## src/hdl/htsm_pkg.sv

```systemverilog
// Shared types, constants and helper functions for the two-wire sensor master.
package htsm_pkg;

	// Phase codes of the sequencer.
	localparam int PHASE_W = 4;
	localparam logic [PHASE_W-1:0] PH_BURST = 4'd0;
	localparam logic [PHASE_W-1:0] PH_START = 4'd1;
	localparam logic [PHASE_W-1:0] PH_CMD   = 4'd2;
	localparam logic [PHASE_W-1:0] PH_IDLE  = 4'd3;
	localparam logic [PHASE_W-1:0] PH_WAIT  = 4'd4;
	localparam logic [PHASE_W-1:0] PH_RDHI  = 4'd5;
	localparam logic [PHASE_W-1:0] PH_ACK   = 4'd6;
	localparam logic [PHASE_W-1:0] PH_RDLO  = 4'd7;
	localparam logic [PHASE_W-1:0] PH_NOACK = 4'd8;
	localparam logic [PHASE_W-1:0] PH_REPHI = 4'd9;
	localparam logic [PHASE_W-1:0] PH_GAP   = 4'd10;
	localparam logic [PHASE_W-1:0] PH_REPLO = 4'd11;

	// Sensor commands and burst length.
	localparam logic [3:0] BURST_CLOCKS = 4'd10;
	localparam logic [7:0] CMD_RESET    = 8'h1E;
	localparam logic [7:0] CMD_TEMP     = 8'h03;
	localparam logic [7:0] CMD_HUMID    = 8'h05;

	// Report identifiers.
	localparam logic [4:0] ID_HUM_HI  = 5'h12;
	localparam logic [4:0] ID_HUM_LO  = 5'h13;
	localparam logic [4:0] ID_TEMP_HI = 5'h14;
	localparam logic [4:0] ID_TEMP_LO = 5'h15;

	// Configuration register indexes.
	localparam int CFG_IDX_W = 2;
	localparam logic [CFG_IDX_W-1:0] REG_POLL_INTERVAL = 2'd0;
	localparam logic [CFG_IDX_W-1:0] REG_READY_WAIT    = 2'd1;
	localparam logic [CFG_IDX_W-1:0] REG_READY_POLL    = 2'd2;
	localparam logic [CFG_IDX_W-1:0] REG_POLL_LIMIT    = 2'd3;

	typedef struct packed {
		logic [31:0] poll_interval;
		logic [15:0] ready_wait_ticks;
		logic [15:0] ready_poll_ticks;
		logic [7:0]  ready_poll_limit;
	} htsm_cfg_t;

	localparam htsm_cfg_t CFG_RESET = '{
		poll_interval:    32'd20000,
		ready_wait_ticks: 16'd1000,
		ready_poll_ticks: 16'd200,
		ready_poll_limit: 8'd100
	};

	typedef struct packed {
		logic [PHASE_W-1:0] phase;
		logic [15:0]        delay_count;
		logic [3:0]         bit_count;
		logic [7:0]         command_shift;
		logic [15:0]        read_shift;
		logic [7:0]         ready_polls;
		logic [31:0]        elapsed_ticks;
		logic               next_is_humidity;
	} htsm_state_t;

	localparam htsm_state_t STATE_RESET = '{
		phase:            PH_BURST,
		delay_count:      16'd0,
		bit_count:        4'd0,
		command_shift:    8'd0,
		read_shift:       16'd0,
		ready_polls:      8'd0,
		elapsed_ticks:    32'd0,
		next_is_humidity: 1'b0
	};

	typedef struct packed {
		logic       clock_level;
		logic       data_release;
		logic       packet_valid;
		logic [4:0] packet_id;
		logic [7:0] packet_byte;
	} htsm_result_t;

	// Clock level for each step of the start sequence.
	function automatic logic start_clk(input logic [2:0] s);
		logic v;
		unique case (s)
			3'd0, 3'd1, 3'd3, 3'd4: v = 1'b1;
			default:                v = 1'b0;
		endcase
		return v;
	endfunction

	// Data level for each step of the start sequence.
	function automatic logic start_dat(input logic [2:0] s);
		logic v;
		unique case (s)
			3'd0, 3'd4, 3'd5: v = 1'b1;
			default:          v = 1'b0;
		endcase
		return v;
	endfunction

endpackage

```

## src/hdl/htsm_step.sv

```systemverilog
// Single-tick next-state and pin/report logic of the sensor sequencer.
module htsm_step
	import htsm_pkg::*;
(
	input  htsm_state_t  cur,
	input  htsm_cfg_t    cfg,
	input  logic         data_pin,
	output htsm_state_t  nxt,
	output htsm_result_t res
);

	logic [2:0] start_idx;
	logic [3:0] bit_inc;
	logic [31:0] elapsed_mid;

	assign start_idx = (cur.delay_count < 16'd6) ? cur.delay_count[2:0] : 3'd5;
	assign bit_inc   = cur.bit_count + 4'd1;

	// One sequencer step per tick.
	always_comb begin
		nxt         = cur;
		elapsed_mid = cur.elapsed_ticks;
		res         = '{clock_level: 1'b0, data_release: 1'b1, packet_valid: 1'b0,
			packet_id: 5'd0, packet_byte: 8'd0};

		unique case (cur.phase)
			PH_BURST: begin
				if (!cur.delay_count[0]) begin
					res.clock_level = 1'b1;
					nxt.delay_count = 16'd1;
				end else begin
					nxt.delay_count = 16'd0;
					nxt.bit_count   = bit_inc;
					if (bit_inc >= BURST_CLOCKS) begin
						nxt.phase         = PH_START;
						nxt.bit_count     = 4'd0;
						nxt.command_shift = CMD_RESET;
					end
				end
			end
			PH_START: begin
				res.clock_level  = start_clk(start_idx);
				res.data_release = start_dat(start_idx);
				if (start_idx >= 3'd5) begin
					nxt.phase       = PH_CMD;
					nxt.delay_count = 16'd0;
					nxt.bit_count   = 4'd0;
				end else begin
					nxt.delay_count = {13'd0, start_idx + 3'd1};
				end
			end
			PH_CMD: begin
				if (!cur.bit_count[3]) begin
					// Command bits go out most significant first.
					res.data_release = cur.command_shift[3'd7 - cur.bit_count[2:0]];
					if (!cur.delay_count[0]) begin
						nxt.delay_count = 16'd1;
					end else begin
						res.clock_level = 1'b1;
						nxt.delay_count = 16'd0;
						nxt.bit_count   = bit_inc;
					end
				end else begin
					// Acknowledge clock; the sensor's answer is not looked at.
					if (cur.delay_count == 16'd1) begin
						res.clock_level = 1'b1;
					end
					if (cur.delay_count >= 16'd2) begin
						nxt.delay_count = 16'd0;
						nxt.bit_count   = 4'd0;
						if (cur.command_shift == CMD_RESET) begin
							nxt.phase = PH_IDLE;
						end else begin
							nxt.phase       = PH_WAIT;
							nxt.delay_count = cfg.ready_wait_ticks;
							nxt.ready_polls = 8'd0;
						end
					end else begin
						nxt.delay_count = cur.delay_count + 16'd1;
					end
				end
			end
			PH_IDLE: begin
				if (cur.elapsed_ticks > cfg.poll_interval) begin
					elapsed_mid          = 32'd0;
					nxt.command_shift    = cur.next_is_humidity ? CMD_HUMID : CMD_TEMP;
					nxt.next_is_humidity = !cur.next_is_humidity;
					nxt.phase            = PH_START;
					nxt.delay_count      = 16'd0;
				end
			end
			PH_WAIT: begin
				if (cur.delay_count != 16'd0) begin
					nxt.delay_count = cur.delay_count - 16'd1;
				end else if (cur.ready_polls >= cfg.ready_poll_limit || !data_pin) begin
					nxt.phase       = PH_RDHI;
					nxt.read_shift  = 16'd0;
					nxt.bit_count   = 4'd0;
					nxt.delay_count = 16'd0;
				end else begin
					nxt.ready_polls = cur.ready_polls + 8'd1;
					nxt.delay_count = cfg.ready_poll_ticks;
				end
			end
			PH_RDHI, PH_RDLO: begin
				// Bits are sampled on the clock-high tick.
				if (!cur.delay_count[0]) begin
					res.clock_level = 1'b1;
					nxt.read_shift  = {cur.read_shift[14:0], data_pin};
					nxt.delay_count = 16'd1;
				end else begin
					nxt.delay_count = 16'd0;
					nxt.bit_count   = bit_inc;
					if (bit_inc >= 4'd8) begin
						nxt.phase     = (cur.phase == PH_RDHI) ? PH_ACK : PH_NOACK;
						nxt.bit_count = 4'd0;
					end
				end
			end
			PH_ACK: begin
				if (cur.delay_count == 16'd1) begin
					res.data_release = 1'b0;
				end
				if (cur.delay_count == 16'd2) begin
					res.data_release = 1'b0;
					res.clock_level  = 1'b1;
				end
				if (cur.delay_count >= 16'd3) begin
					nxt.phase       = PH_RDLO;
					nxt.delay_count = 16'd0;
					nxt.bit_count   = 4'd0;
				end else begin
					nxt.delay_count = cur.delay_count + 16'd1;
				end
			end
			PH_NOACK: begin
				if (cur.delay_count == 16'd0) begin
					res.clock_level = 1'b1;
					nxt.delay_count = 16'd1;
				end else begin
					nxt.delay_count = 16'd0;
					nxt.phase       = PH_REPHI;
				end
			end
			PH_REPHI: begin
				res.packet_valid = 1'b1;
				res.packet_id    = cur.next_is_humidity ? ID_TEMP_HI : ID_HUM_HI;
				res.packet_byte  = cur.read_shift[15:8];
				nxt.phase        = PH_GAP;
			end
			PH_GAP: begin
				nxt.phase = PH_REPLO;
			end
			PH_REPLO: begin
				res.packet_valid = 1'b1;
				res.packet_id    = cur.next_is_humidity ? ID_TEMP_LO : ID_HUM_LO;
				res.packet_byte  = cur.read_shift[7:0];
				nxt.phase        = PH_IDLE;
			end
			default: begin
				nxt.phase       = PH_IDLE;
				nxt.delay_count = 16'd0;
				nxt.bit_count   = 4'd0;
			end
		endcase

		// Tick counter, cleared when a poll starts and saturating at its maximum.
		nxt.elapsed_ticks = (elapsed_mid != 32'hFFFF_FFFF) ? elapsed_mid + 32'd1 : elapsed_mid;
	end

endmodule

```

## src/hdl/humidity_temp_sensor_two_wire_master.sv

```systemverilog
// Top level of the two-wire humidity and temperature sensor master.
// Each accepted tick beat yields one result beat, registered in the cycle after acceptance.
// Throughput is one tick per cycle unless out_ready holds the output: the whole sequencer step is one pass of logic
// between the state register and the result register.
// The output register frees on the cycle its beat is taken, so input is not held off then.
// Reset clears the sequencer to the clock burst and loads the register defaults.
module humidity_temp_sensor_two_wire_master
	import htsm_pkg::*;
(
	input  logic                 clk,
	input  logic                 arst_n,
	input  logic                 in_valid,
	output logic                 in_ready,
	input  logic                 data_pin,
	output logic                 out_valid,
	input  logic                 out_ready,
	output logic                 clock_level,
	output logic                 data_release,
	output logic                 packet_valid,
	output logic [4:0]           packet_id,
	output logic [7:0]           packet_byte,
	input  logic                 cfg_valid,
	output logic                 cfg_ready,
	input  logic [CFG_IDX_W-1:0] cfg_index,
	input  logic [31:0]          cfg_data
);

	htsm_cfg_t    cfg_q;
	htsm_state_t  state_q;
	htsm_state_t  state_next;
	htsm_result_t res_next;
	htsm_result_t res_q;
	logic         out_valid_q;
	logic         in_fire;

	assign in_ready  = !out_valid_q || out_ready;
	assign in_fire   = in_valid && in_ready;
	assign cfg_ready = 1'b1;

	// Configuration registers.
	always_ff @(posedge clk or negedge arst_n) begin
		if (!arst_n) begin
			cfg_q <= CFG_RESET;
		end else if (cfg_valid) begin
			unique case (cfg_index)
				REG_POLL_INTERVAL: cfg_q.poll_interval    <= cfg_data;
				REG_READY_WAIT:    cfg_q.ready_wait_ticks <= cfg_data[15:0];
				REG_READY_POLL:    cfg_q.ready_poll_ticks <= cfg_data[15:0];
				REG_POLL_LIMIT:    cfg_q.ready_poll_limit <= cfg_data[7:0];
				default:           cfg_q <= cfg_q;
			endcase
		end
	end

	// Sequencer step.
	htsm_step u_step (
		.cur      (state_q),
		.cfg      (cfg_q),
		.data_pin (data_pin),
		.nxt      (state_next),
		.res      (res_next)
	);

	// Sequencer state advances once per accepted tick.
	always_ff @(posedge clk or negedge arst_n) begin
		if (!arst_n) begin
			state_q <= STATE_RESET;
		end else if (in_fire) begin
			state_q <= state_next;
		end
	end

	// Output valid flag.
	always_ff @(posedge clk or negedge arst_n) begin
		if (!arst_n) begin
			out_valid_q <= 1'b0;
		end else if (in_fire) begin
			out_valid_q <= 1'b1;
		end else if (out_ready) begin
			out_valid_q <= 1'b0;
		end
	end

	// Output payload register.
	always_ff @(posedge clk) begin
		if (in_fire) begin
			res_q <= res_next;
		end
	end

	assign out_valid    = out_valid_q;
	assign clock_level  = res_q.clock_level;
	assign data_release = res_q.data_release;
	assign packet_valid = res_q.packet_valid;
	assign packet_id    = res_q.packet_id;
	assign packet_byte  = res_q.packet_byte;

`ifndef SYNTH
	// Every accepted tick produces a result beat on the next cycle.
	a_fire_gives_result: assert property (@(posedge clk) disable iff (!arst_n)
		in_fire |=> out_valid)
		else $error("accepted tick did not produce a result beat");

	// A report carries one of the four measurement identifiers.
	a_report_id: assert property (@(posedge clk) disable iff (!arst_n)
		(out_valid && packet_valid) |-> (packet_id == ID_HUM_HI || packet_id == ID_HUM_LO
			|| packet_id == ID_TEMP_HI || packet_id == ID_TEMP_LO))
		else $error("report beat with unknown identifier");

	// Without a report the identifier and byte are zero.
	a_no_report_zero: assert property (@(posedge clk) disable iff (!arst_n)
		(out_valid && !packet_valid) |-> (packet_id == 5'd0 && packet_byte == 8'd0))
		else $error("report fields set without a report");

	// Wait and idle ticks hold the clock low with data released.
	a_wait_quiet: assert property (@(posedge clk) disable iff (!arst_n)
		(in_fire && (state_q.phase == PH_WAIT || state_q.phase == PH_IDLE))
			|=> (!clock_level && data_release))
		else $error("bus driven during a wait or idle tick");
`endif

endmodule
```

## config.mk

```make
export PLATFORM = sky130hd
export DESIGN_NAME = humidity_temp_sensor_two_wire_master
export DESIGN_NICKNAME = d
export VERILOG_FILES = /design/src/hdl/htsm_pkg.sv /design/src/hdl/htsm_step.sv /design/src/hdl/humidity_temp_sensor_two_wire_master.sv
export SDC_FILE = /design/constraint.sdc
export NUM_CORES = 1
export LEC_CHECK = 0
export BUFFER_PORTS_ARGS = -buffer_cell sky130_fd_sc_hd__clkbuf_2
export CORE_MARGIN = 2
export CORE_UTILIZATION = 55
export CTS_CLUSTER_SIZE = 40
export DETAILED_ROUTE_END_ITERATION = 8
export GPL_ROUTABILITY_DRIVEN = 0
export PLACE_DENSITY = 0.8
export RECOVER_POWER = 100
export SKIP_LAST_GASP = 1
export SLEW_MARGIN = 0
export SYNTH_ARGS = -nofsm -noshare
export SYNTH_HDL_FRONTEND = slang
export SYNTH_SLANG_ARGS = --single-unit
```

## constraint.sdc

```tcl
create_clock -name clk -period 3.65 [get_ports clk]
set_input_delay 0.1825 -clock clk [delete_from_list [all_inputs] [get_ports clk]]
set_output_delay 0.1825 -clock clk [all_outputs]
set_load 0.03 [all_outputs]
```

Word-level counts from Yosys, hierarchy flattened
Cells that the tools add are included.
Storage, ports and cells
  input port bits: 40
  logic and storage cells: 180
  bits in registers: 178
  output and inout port bits: 19
Cells by class
  bitwise operators: 2
  mux-type cells: 71
  equal/unequal tests: 39
  add/sub/neg operators: 7
  reductions and logical operators: 33
  magnitude comparators: 9
Operators by type and width (count)
  one-hot mux 16 bit (8 select lines): 1
  two-way mux 16 bit: 7
  two-way mux 32 bit: 3
  two-way mux 4 bit: 20
  two-way mux 20 bit: 2
  two-way mux 8 bit: 5
  one-hot mux 4 bit (10 select lines): 1
  adder 32 x 1 -> 32 bit (second input constant): 1
  >= comparator 16 x 2 -> 1 bit (second input constant): 2
  > comparator 32 bit: 1
  inequality test 32 bit (second input constant): 1
  one-hot mux 16 bit (2 select lines): 1
  one-hot mux 8 bit (2 select lines): 2
  one-hot mux 14 bit (2 select lines): 1
  one-hot mux 4 bit (7 select lines): 1
  two-way mux 12 bit: 2
  two-way mux 24 bit: 1
  two-way mux 3 bit: 6
  adder 16 x 1 -> 16 bit (second input constant): 1
  equality test 16 x 1 -> 1 bit (second input constant): 1
  equality test 16 x 2 -> 1 bit (second input constant): 1
  equality test 4 x 3 -> 1 bit (second input constant): 4
  equality test 4 bit (second input constant): 4
  logical NOT 16 bit: 1
  other kinds (47): 91

Depth between registers and ports, before layout
  depth after elaboration: 6
  gate-level depth with buffers: 19
  mapped depth without buffers: 16

Modules after synthesis
From an unflattened synthesis, not the netlist that was laid out.
Second synthesis, totals
  cell total of the unflattened synthesis: 986
  area, all modules: 10521.3 um2
By module, submodules not included
  humidity_temp_sensor_two_wire_master: sequential area each 4555.6 um2, area an instance 6555.0 um2, instances 1, cells each 363
  htsm_step: sequential area each 0.0 um2, area an instance 3966.3 um2, instances 1, cells each 623

Worst setup path before layout
OpenSTA, ideal clock, no wires.
  path type: reg-to-reg
  start point: reg cfg_q[54] (netlist bit)
  end point: reg state_q[4] (netlist bit)
  stages on the path, launching flop included: 20
  arrival: 3.903 ns
  slack: -0.374 ns
  path buffers: 3
  cell sequence: dfstp_2 inv_1 ha_1 nand4_1 nor4_1 nand2b_1 a31oi_1 o21ai_1 clkbuf_1 and2_1 ha_1 and4_1 nand4_1 or4_1 clkbuf_1 and2_1 clkbuf_1 nand2_1 nor2_1 a22o_1
On the way
  cells in the longest elaborated chain, start to end: 5
  elaborated cells on any way between the ends: 6
Ends and longest elaborated chain
  start: declaration: line humidity_temp_sensor_two_wire_master.sv:28  | htsm_cfg_t cfg_q;
  start signal: assignment: line humidity_temp_sensor_two_wire_master.sv:50  | default: cfg_q <= cfg_q;
  > comparator 32 bit (*): line htsm_step.sv:84  | if (cur.elapsed_ticks > cfg.poll_interval) begin
  two-way mux 32 bit (*): line htsm_step.sv:84
  two-way mux 32 bit (*): line htsm_step.sv:26  | unique case (cur.phase)
  adder 32 x 1 -> 32 bit / inequality test 32 bit (equally long branches): line htsm_step.sv:168  | nxt.elapsed_ticks = (elapsed_mid != 32'hFFFF_FFFF) ? elapsed_mid + 32'd1 : elapsed_mid;
  two-way mux 32 bit (*): line htsm_step.sv:168
  end signal: assignment: line humidity_temp_sensor_two_wire_master.sv:69  | state_q <= state_next;
  end: declaration: line humidity_temp_sensor_two_wire_master.sv:29  | htsm_state_t state_q;
Every way passes the cells marked *; elsewhere a longest branch is shown, timed or not.
A chain may end at the register's enable or synchronous reset.

Worst setup path in the final report
  start point: reg cfg_q[51] (netlist bit)
  end point: reg state_q[19] (netlist bit)
Same word-level chain as after synthesis.

==> run summary <==
post-synthesis simple-gate area fraction: 0.179
top_reg_cell synth: dfrtp_1
cells after synthesis: 1030
power per cell area: 593 nW/um2
top-count cell post-synth: dfrtp_1
clock net sink count: 172
Compound-Gate Fraction of Synth Area: 0.183
worst min path class: primary input to flop
clk root buf: clkbuf_16
Leak: 4.90 nW
Worst EP required: 4.00 ns
Die Span X: 138 um
H-tree levels: 4
top cells by count, synth: 141 x dfrtp_1, 110 x nand2_1, 86 x o21ai_0
Routed Antenna Nets: 0
Vias/cell: 6.35
setup TNS: -0.256 ns
global-route wire length before repair: 41200 um
Clk Latency, worst-skew pair: 0.44 ns
largest net degree at the start of global routing: 92
Critical Path Fanout Max: 6
CTS Buf Count: 17
actual transition at the worst max-transition pin: 2.29 ns
final hold vios: 0
total die area: 19000 um2
via count: 8662
Rows: 48
layout cell share with drive strength beyond 1: 0.207
All-Layer GR Usage: 0.278
DP HPWL: 16700 um
Placed Cells incl. Taps: 1300
DR iter-0 viols: 930
ANT cells: 0
Area contributors post-synth: dfrtp_1 36%, ha_1 6.3%, mux2_2 5.0%
worst hold stages: 3
reg2reg path depth: 17
Residual DRC: 0
critical path endpoint category: flop
synthesized flop and latch total: 172
Adder-Cell Fraction of Synth Area: 0.0635
synthesized area per cell: 9.57 um2
Die Height: 138 um
main combinational cell family by area after synthesis: compound AO/OA/AOI/OAI gates
Tot Pwr: 0.00693 W
hold endpoint: cfg_q[52]
initial antenna violation count: 0
Max VDD drop: 449 uV
wire per inst: 18.8 um
Cell Area, Synth: 9860 um2
Synth cell types: 73
Worst Slack Setup Final: -0.0856 ns
FMAX: 268 MHz
critical path type: flop to flop
vias in the first global route: 8320
post-synth top area share: 0.358
fin cells: 1365
cell taking the most area after synthesis: dfrtp_1
remaining global-route overflow: 0
FFs w/ async S/R, synth: 0.919
P&R area growth vs syn: 18.5%
WL final: 25600 um
Initial Util: 0.566
Clock Tree Buf Depth: 2
clock skew: 0.0155 ns
core area: 17400 um2
dpl ws: 0.0159 ns
Port Buf Inserts: 56
CTS tree: built
Post-synth EDFFs: 14
failing checks: capacitance limit, slew limit, setup timing
Slew headroom: -0.523
Synthesis Warnings: 0
reg2reg setup slack: -0.09 ns
Final Max Slew Viols: 156
Total Nets Final: 1217
final setup violation count: 7
DRT Pass-1 Iters: 6
type of origin of the critical path: flop
RSZ-0062 raised after global routing: yes
register area share after synthesis: 0.446
IO Pins: 59
Worst Path Arrival: 4.08 ns
Clk pin slew, worst setup/hold paths: 0.07 ns
XOR/XNOR Fraction of Synth Area: 0.0133
post-route minimum period: 3.74 ns
status: finished with violations
post-synthesis mux area share: 0.0696
fin crit share: 1.02
Hold Startpoint: cfg_data[12]
Worst R2R End: state_q[19]
syn nets: 1120
Max-Cap Viols: 2
Reg-to-Reg Start: cfg_q[51]
-- sequential cells by signal, summed over array words and instances, names as in the netlist --
signal        count
cfg_q            72
clock_level       1
data_release      1
out_valid         1
packet_byte       8
packet_id         4
state_q          85
-- power by group --
| group | total, W | switching, W | internal [W] |
|---|---|---|---|
| sequential | 0.00258 | 0.000295 | 0.00229 |
| combinational | 0.00244 | 0.00142 | 0.00102 |
| clock | 0.00190 | 0.000858 | 0.00105 |
| total | 0.00693 | 0.00258 | 0.00435 |
-- cell families (layout without fill, tap and decap cells) --
group / Yosys count / count (layout)
and+or+nand+nor: 341 / 341
AOI/OAI and AO/OA: 273 / 273
DFF: 172 / 172
buffers and inverters: 114 / 224
muxes: 63 / 63
adders and majority gates: 50 / 50
xor gates and xnor gates: 15 / 15
other: 2 / 2
-- final cells by class --
type | count | area (um2)
Sequential cell | 172 | 4400
Clock inverter | 15 | 198
Multi-Input combinational cell | 744 | 5260
Timing Repair Buffer | 134 | 897
Inverter | 58 | 218
Fill cell | 1316 | 5740
Tap cell | 225 | 282
Clock buffer | 17 | 425
-- per-layer routing --
metal	share of wire	global-route usage
met1	0.42	0.375
met4	0.022	0.103
met5	0	0
met2	0.48	0.448
met3	0.073	0.0548
-- layout by cell type, fill, tap and decap left out, drive strengths merged, types with 8 or more instances in the layout --
master	Yosys	final
a21o	14	14
a21oi	49	49
a221oi	10	10
a22o	8	8
and2	13	13
and3	10	10
buf	7	54
clkbuf	49	77
dfrtp	141	141
dfstp	17	17
dlygate4sd3	0	20
edfxtp	14	14
ha	50	50
inv	58	65
mux2	44	44
mux2i	19	19
nand2	110	110
nand2b	10	10
nand3	27	27
nand3b	8	8
nand4	31	31
nor2	57	57
nor3	16	16
nor4	14	14
o21a	9	9
o21ai	95	95
o2bb2ai	14	14
o31ai	23	23
or3	14	14
xnor2	10	10
-- critical path: stages, from the launching register on --
cell and delay [ns]:
dfstp_2 0.53, inv_2 0.05, ha_4 0.26, nand4_1 0.13, nor4_2 0.37, nand2b_4 0.20, a31oi_4 0.04, o21ai_4 0.17
and2_4 0.18, ha_4 0.13, and4_1 0.16, nand4_1 0.15, or4_4 0.58, buf_6 0.15, and2_1 0.18, nand3_2 0.10
a21oi_1 0.08, o2bb2ai_1 0.20
-- timing repair --
item	in CTS	in global routing
hold buffers	20	0
pin swaps	0	22
buffers inserted	0	13
gates resized for setup	2	35
endpoints found under the hold margin	94	0
setup endpoints to repair	4	32
-- worst max path at each step --
stage,end,from,slack (ns),cells past startpoint
2_1_floorplan,state_q[4],cfg_q[51],-0.08,19
3_3_place_gp,state_q[20],cfg_q[51],0.08,17
3_5_place_dp,state_q[16],cfg_q[50],0.02,17
4_1_cts,state_q[14],cfg_q[51],-0.03,17
5_1_grt,state_q[19],state_q[18],-0.20,16
6_report,state_q[19],cfg_q[51],-0.09,17
-- per-stage QoR --
stage / instance area, um2 / hold slack [ns] / util
5_1_grt: 11700 / 0.00840 / 0.671
2_1_floorplan: 9900 / -0.113 / -
4_1_cts: 11400 / 0.00259 / 0.656
6_report: 11700 / 0.00577 / 0.671
3_3_place_gp: 10600 / 0.321 / 0.608
3_5_place_dp: 10600 / 0.317 / 0.608
No activity file was read; power rests on OpenSTA's default activity.
